<file path="src/rtl/core/dedupq_ram.sv">
module dedupq_ram #(
  parameter int unsigned WIDTH = 8,
  parameter int unsigned DEPTH = 16
) (
  input  logic                     clk_i,
  input  logic                     we_i,
  input  logic [$clog2(DEPTH)-1:0] waddr_i,
  input  logic [WIDTH-1:0]         wdata_i,
  input  logic [$clog2(DEPTH)-1:0] raddr_i,
  output logic [WIDTH-1:0]         rdata_o
);

  logic [WIDTH-1:0] mem_q [DEPTH];
  logic [WIDTH-1:0] rdata_q;

  // read-first: a read at the address being written returns the old word
  always_ff @(posedge clk_i) begin
    if (we_i) begin
      mem_q[waddr_i] <= wdata_i;
    end
    rdata_q <= mem_q[raddr_i];
  end

  assign rdata_o = rdata_q;

endmodule
</file>
<file path="config.mk">
export PLATFORM = sky130hd
export DESIGN_NAME = dedupq_ram
export DESIGN_NICKNAME = d
export VERILOG_FILES = /design/src/rtl/core/dedupq_ram.sv
export SDC_FILE = /design/constraint.sdc
export NUM_CORES = 1
export LEC_CHECK = 0
export BUFFER_PORTS_ARGS = -buffer_cell sky130_fd_sc_hd__buf_2
export CORE_ASPECT_RATIO = 2
export CORE_MARGIN = 5
export CORE_UTILIZATION = 40
export CTS_BUF_LIST = sky130_fd_sc_hd__clkbuf_8
export DETAILED_ROUTE_END_ITERATION = 16
export GPL_TIMING_DRIVEN = 0
export PLACE_DENSITY = 0.62
export SYNTH_ARGS = -nofsm -noshare
export SYNTH_HDL_FRONTEND = slang
export SYNTH_SLANG_ARGS = --single-unit
</file>
<file path="constraint.sdc">
create_clock -name clk_i -period 2.7 [get_ports clk_i]
set_clock_uncertainty 0.1 [all_clocks]
set_input_delay 0.81 -clock clk_i [delete_from_list [all_inputs] [get_ports clk_i]]
set_output_delay 0.81 -clock clk_i [all_outputs]
set_load 0.005 [all_outputs]
</file>
==> results.ini, run 1 <==
[run_status]
run_status = finished, final reports clean

[clocking]
root_buffer = clkbuf_8
clock-sinks = 136
hold_buffers = 0
clock_latency_ns = 0.42
cts_resized = 0
clkTransAtPathRegs_ns = 0.07
cts_tree = built
cts_buffer_depth = 2
post_cts.repair.setup_buffers = 0
htree_num_levels = 4
numCtsBuffers = 17

[timing]
slew_headroom_pct = 15.0
min_period_ns = 2.48
hold_viol_final = 0
rsz0062_at_grt = false
fin_tns_setup_ns = 0
setup_viol = 0
hold_ws_ns = 0.586
fin_crit_sh_pct = 91.8
tightestPinTransition_ns = 1.26
finalWorstSetupSlack_ns = 0.222
slew_viol_final = 0
max_freq_mhz = 404

[synth]
synth-seq-area-share_pct = 77.8
synth-edff-count = 128
synthTopCellsByArea = edfxtp_1 (75%), mux4_2 (7.9%), mux4_1 (7.1%)
synth_top_area_share_pct = 74.7
synth_cells = 229
async_reset_ff_share_pct = 0
synth_top_area_cell = edfxtp_1
syn_nets = 247
synth_area_per_cell_um2 = 22.5
synth-main-ff-cell = edfxtp_1
yosysUniqueCellTypes = 19
syn_area_um2 = 5150
ys_seq_elements = 136
ys_warn_count = 0

[floorplan]
chipWidth_um = 90.2
dieArea_um2 = 15400
fp.dieH_um = 170
core_um2 = 12600
floorplan.initialDensity_pct = 40.8
io_pins = 26
rows = 58

[detailed_routing]
route.detailed.drc = 0
wl_per_cell_um = 23.1
num_vias = 2350
totalWireLength_um = 10000
drtIter0Drc = 195
via_per_inst = 5.41
dr.pass1.iters = 4
ant_nets = 0

[grt]
grt_overflow_total = 0
grtUsageTotal_pct = 14.1
grt_pass1_wl_um = 15600
grt_max_degree = 17
antenna_found_initial = 0
grt_pass1_vias = 2515

[critical_path]
crit_fanout = 8
rrSetupSlack_ns = 1.17
worst-path-buf-inv = 1
worstPathArrival_ns = 2.41
cp-end-kind = flip-flop
cp_cell_sequence = buf_2, or3b_2, nor3_1
cpLargestDelayFamily = simple AND/OR/NAND/NOR gates
required_ns = 2.63
cpPeakStageDelay_ns = 0.96
worst-setup-path-type = input pin to flip-flop
worst_r2r_path_depth = 3
r2r-end = rdata_o[3]
start_kind = input pin
crit_slowest_cell = nor3_1
worstReg2RegStart = mem_q[1][3]

[placement]
place_congestion = 0.821
placed_area_um2 = 5460
place_ws_ns = -0.307
placed_cells_incl_taps = 403
portBuffers = 24
hpwl_um = 6920

[finish]
drive_gt1_share_pct = 27.5
multi_input_area_um2 = 1060
n_fill_cell = 1095
diodes = 0
areaGrowthSynthToFinish_pct = 13.8
fin_util_pct = 46.4
final-seq-area_um2 = 4000
final_cell_area_um2 = 5860
layout.cells.non_filler = 434
fin_nets = 290

[hold_path]
hold_class = flip-flop to flip-flop
holdPathEnd = rdata_o[2]
hold_path_depth = 3
hold_start = mem_q[14][2]

[pwr]
internal_power_mw = 3.43
finalPower_mw = 4.28
switching_share_pct = 19.8
p_seq_share_pct = 55.4
vdd_ir_drop_max_uv = 336
power.leakage_nw = 1.96
switchingPower_mw = 0.848
clkPwrFrac_pct = 39.4
p_per_area_nw_per_um2 = 731
combPwrFrac_pct = 5.2

[job]
maxCapViolCount = 0

-- worst max-delay path by stage --
stage          depth (start not counted)  slack (ns)     endpoint       start
6_report                               3        0.22  mem_q[0][6]  waddr_i[2]
2_1_floorplan                          2        0.30  mem_q[0][0]  waddr_i[2]
4_1_cts                                3        0.14  mem_q[0][6]  waddr_i[2]
5_1_grt                                3        0.07  mem_q[0][6]  waddr_i[2]
3_3_place_gp                           3       -0.26  mem_q[0][3]  waddr_i[2]
3_5_place_dp                           3       -0.31  mem_q[0][3]  waddr_i[2]
-- cell type report --
type	count	area share (%)
repair buffers	24	2.05
plain buffers	10	1.47
well taps	150	3.20
clock inverters	14	2.88
flip-flops and latches	136	68.3
clock buffers	17	3.99
multi-input cells	83	18.0
-- layer usage --
metal  vias up  routed length, µm  GRT usage [%]
li1       1055                  -              -
met1      1217               3760           16.0
met2        64               5580           24.6
met3        14                399           4.07
met4         0                305           6.16
met5         -                  0              0
-- placed cells by master, fill, tap and decap left out --
cell | Yosys | final
edfxtp_1 | 128 | 128
buf_2 | 3 | 27
mux4_2 | 18 | 18
clkbuf_8 | 0 | 17
a22oi_1 | 16 | 16
mux4_1 | 14 | 14
nor2_1 | 13 | 13
nand2_1 | 9 | 9
dfxtp_1 | 8 | 8
inv_1 | 0 | 5
nor3_1 | 4 | 4
bufinv_16 | 0 | 4
buf_6 | 3 | 3
clkdlybuf4s25_2 | 3 | 3
nand3b_1 | 2 | 2
nand2b_1 | 2 | 2
clkinv_2 | 0 | 2
nor2b_1 | 1 | 1
buf_4 | 1 | 1
and2_1 | 1 | 1
and2b_1 | 1 | 1
nand3_1 | 1 | 1
or3b_2 | 1 | 1
clkinvlp_4 | 0 | 1
clkinv_4 | 0 | 1
clkinv_1 | 0 | 1
-- power groups by stage --
stage          Sequential (mW)  Combinational (mW)  Clock (mW)
6_report                  2.37               0.224        1.69
5_1_grt                   2.37               0.246        1.81
4_1_cts                   2.37               0.230        1.72
3_5_place_dp              2.42               0.230           0
3_3_place_gp              2.41               0.226           0
2_1_floorplan             2.42               0.120           0
-- sequential cells by signal, indices dropped and copies added (netlist names) --
signal and cells:
mem_q 128, rdata_o 8
-- synthesized netlist by cell type (2+ instances only) --
library cell,instances
clkdlybuf4s25_2,3
nand2b_1,2
buf_6,3
edfxtp_1,128
mux4_1,14
dfxtp_1,8
nor3_1,4
nand2_1,9
nand3b_1,2
nor2_1,13
a22oi_1,16
buf_2,3
mux4_2,18
-- cells by family after synthesis --
group           synth area share (%)
buf+inv                         1.68
compound gates                  2.33
mux                             15.0
flops                           77.8
simple gates                    3.18
-- worst reg2reg max path, stage by stage, from the launching register on --
cell	delay [ns]
edfxtp_1	0.38
mux4_1	0.58
a22oi_1	0.26
nand2_1	0.10
Power figures use the tool's default switching activity.
==> run 2: changes to the inputs <==
==> config.mk (replaced) <==
export PLATFORM = sky130hd
export DESIGN_NAME = dedupq_ram
export DESIGN_NICKNAME = d
export VERILOG_FILES = /design/src/rtl/core/dedupq_ram.sv
export SDC_FILE = /design/constraint.sdc
export NUM_CORES = 1
export LEC_CHECK = 0
export CORE_ASPECT_RATIO = 2
export CORE_MARGIN = 5
export CORE_UTILIZATION = 58
export CTS_BUF_LIST = sky130_fd_sc_hd__clkbuf_8
export DETAILED_ROUTE_END_ITERATION = 16
export DONT_BUFFER_PORTS = 1
export GPL_TIMING_DRIVEN = 0
export PLACE_DENSITY = 0.8
export SYNTH_ARGS = -nofsm -noshare
export SYNTH_HDL_FRONTEND = slang
export SYNTH_SLANG_ARGS = --single-unit
==> results.ini, run 2 (synthesized netlist as in run 1, its figures left out) <==
[run_status]
run_status = finished, final reports clean

[pwr]
finalPower_mw = 4.01
p_per_area_nw_per_um2 = 713
power.leakage_nw = 1.84
vdd_ir_drop_max_uv = 557

[clocking]
clock_latency_ns = 0.43
post_cts.repair.setup_buffers = 0
cts_tree = built
root_buffer = clkbuf_8
htree_num_levels = 4
numCtsBuffers = 17
cts_resized = 0
clkTransAtPathRegs_ns = 0.07
hold_buffers = 0
cts_buffer_depth = 2
clock-sinks = 136

[finish]
drive_gt1_share_pct = 20.7
top_register = mem_q
final_common_cell = edfxtp_1
fin_nets = 266
layout_common_cells = edfxtp_1 (128), mux4_2 (18), clkbuf_8 (17), a22oi_1 (16), mux4_1 (14)
diodes = 0
largest_reg_flops = 128
areaGrowthSynthToFinish_pct = 9.31
n_fill_cell = 570

[detailed_routing]
wl_per_cell_um = 25.0
via_per_inst = 6.46
route.detailed.drc = 0
totalWireLength_um = 9030
ant_nets = 0
num_vias = 2332
drtIter0Drc = 257
dr.pass1.iters = 5

[job]
maxCapViolCount = 0

[critical_path]
worst-setup-path-type = input pin to flip-flop
cp-end-kind = flip-flop
crit_slowest_cell = nor3_1
cpLargestDelayFamily = simple AND/OR/NAND/NOR gates
worstPathArrival_ns = 2.26
critPathLaunch = waddr_i[2]
start_kind = input pin
endpoint = mem_q[0][6]
worst-path-buf-inv = 0
crit_cells = 2
worstReg2RegStart = mem_q[0][5]
worst_r2r_path_depth = 3
cpPeakStageDelay_ns = 0.95
rrSetupSlack_ns = 1.21
required_ns = 2.64
cp_cell_sequence = or3b_2, nor3_1
r2r-end = rdata_o[5]
crit_fanout = 8

[grt]
grt_overflow_total = 0
grt_max_degree = 17
grtUsageTotal_pct = 17.8
grt_pass1_vias = 2357
antenna_found_initial = 0
grt_pass1_wl_um = 13500

[timing]
setup_viol = 0
tightestPinTransition_ns = 1.35
slew_headroom_pct = 9.00
hold_viol_final = 0
finalWorstSetupSlack_ns = 0.378
max_freq_mhz = 431
fin_crit_sh_pct = 86.0
slew_viol_final = 0
rsz0062_at_grt = false
min_period_ns = 2.32

[hold_path]
hold_class = input pin to flip-flop

[floorplan]
dieArea_um2 = 11000
fp.dieH_um = 143
chipWidth_um = 76.6
core_um2 = 8650
io_pins = 26
floorplan.initialDensity_pct = 59.5
rows = 48

[placement]
place_ws_ns = -0.154
portBuffers = 0
hpwl_um = 6170
place_congestion = 0.892

[run 2: cell type report]
type	count	area (µm²)	area share [%]
buffer	10	86.3	1.53
clock buffer	17	234	4.16
clock inverter	15	120	2.13
multi-input combinational	83	1060	18.8
sequential	136	4000	71.2
tap	100	125	2.22
[run 2: per-layer routing]
metal	global-route usage [%]	vias up	part of all wire, %
li1	-	1009	-
met4	6.18	0	2.1
met1	19.8	1203	35
met3	6.76	19	7.4
met2	31.2	101	55
met5	0	-	0
[run 2: metrics by stage]
step	util [%]	cell area, µm²	TNS (ns)	cells	hold WS [ns]
2_1_floorplan	-	5150	0	229	0.529
3_3_place_gp	61.0	5270	-0.982	329	0.560
3_5_place_dp	61.0	5270	-1.23	329	0.580
4_1_cts	65.1	5630	0	361	0.352
5_1_grt	65.1	5630	0	361	0.341
6_report	65.1	5630	0	361	0.373
[run 2: worst min-delay path by stage]
stage	start	end	slack, ns	cells after the start
detailed placement	mem_q[12][3]	rdata_o[3]	0.58	3
CTS	wdata_i[4]	mem_q[3][4]	0.35	0
finish	wdata_i[1]	mem_q[2][1]	0.37	0
global route	wdata_i[3]	mem_q[8][3]	0.34	0
floorplan	mem_q[7][0]	rdata_o[0]	0.53	3
global placement	mem_q[14][3]	rdata_o[3]	0.56	3
[run 2: power by group]
part / internal, mW / total (mW) / switching (mW)
clock: 0.788 / 1.48 / 0.690
combinational: 0.0765 / 0.159 / 0.0828
sequential: 2.36 / 2.37 / 0.0144
total: 3.22 / 4.01 / 0.788
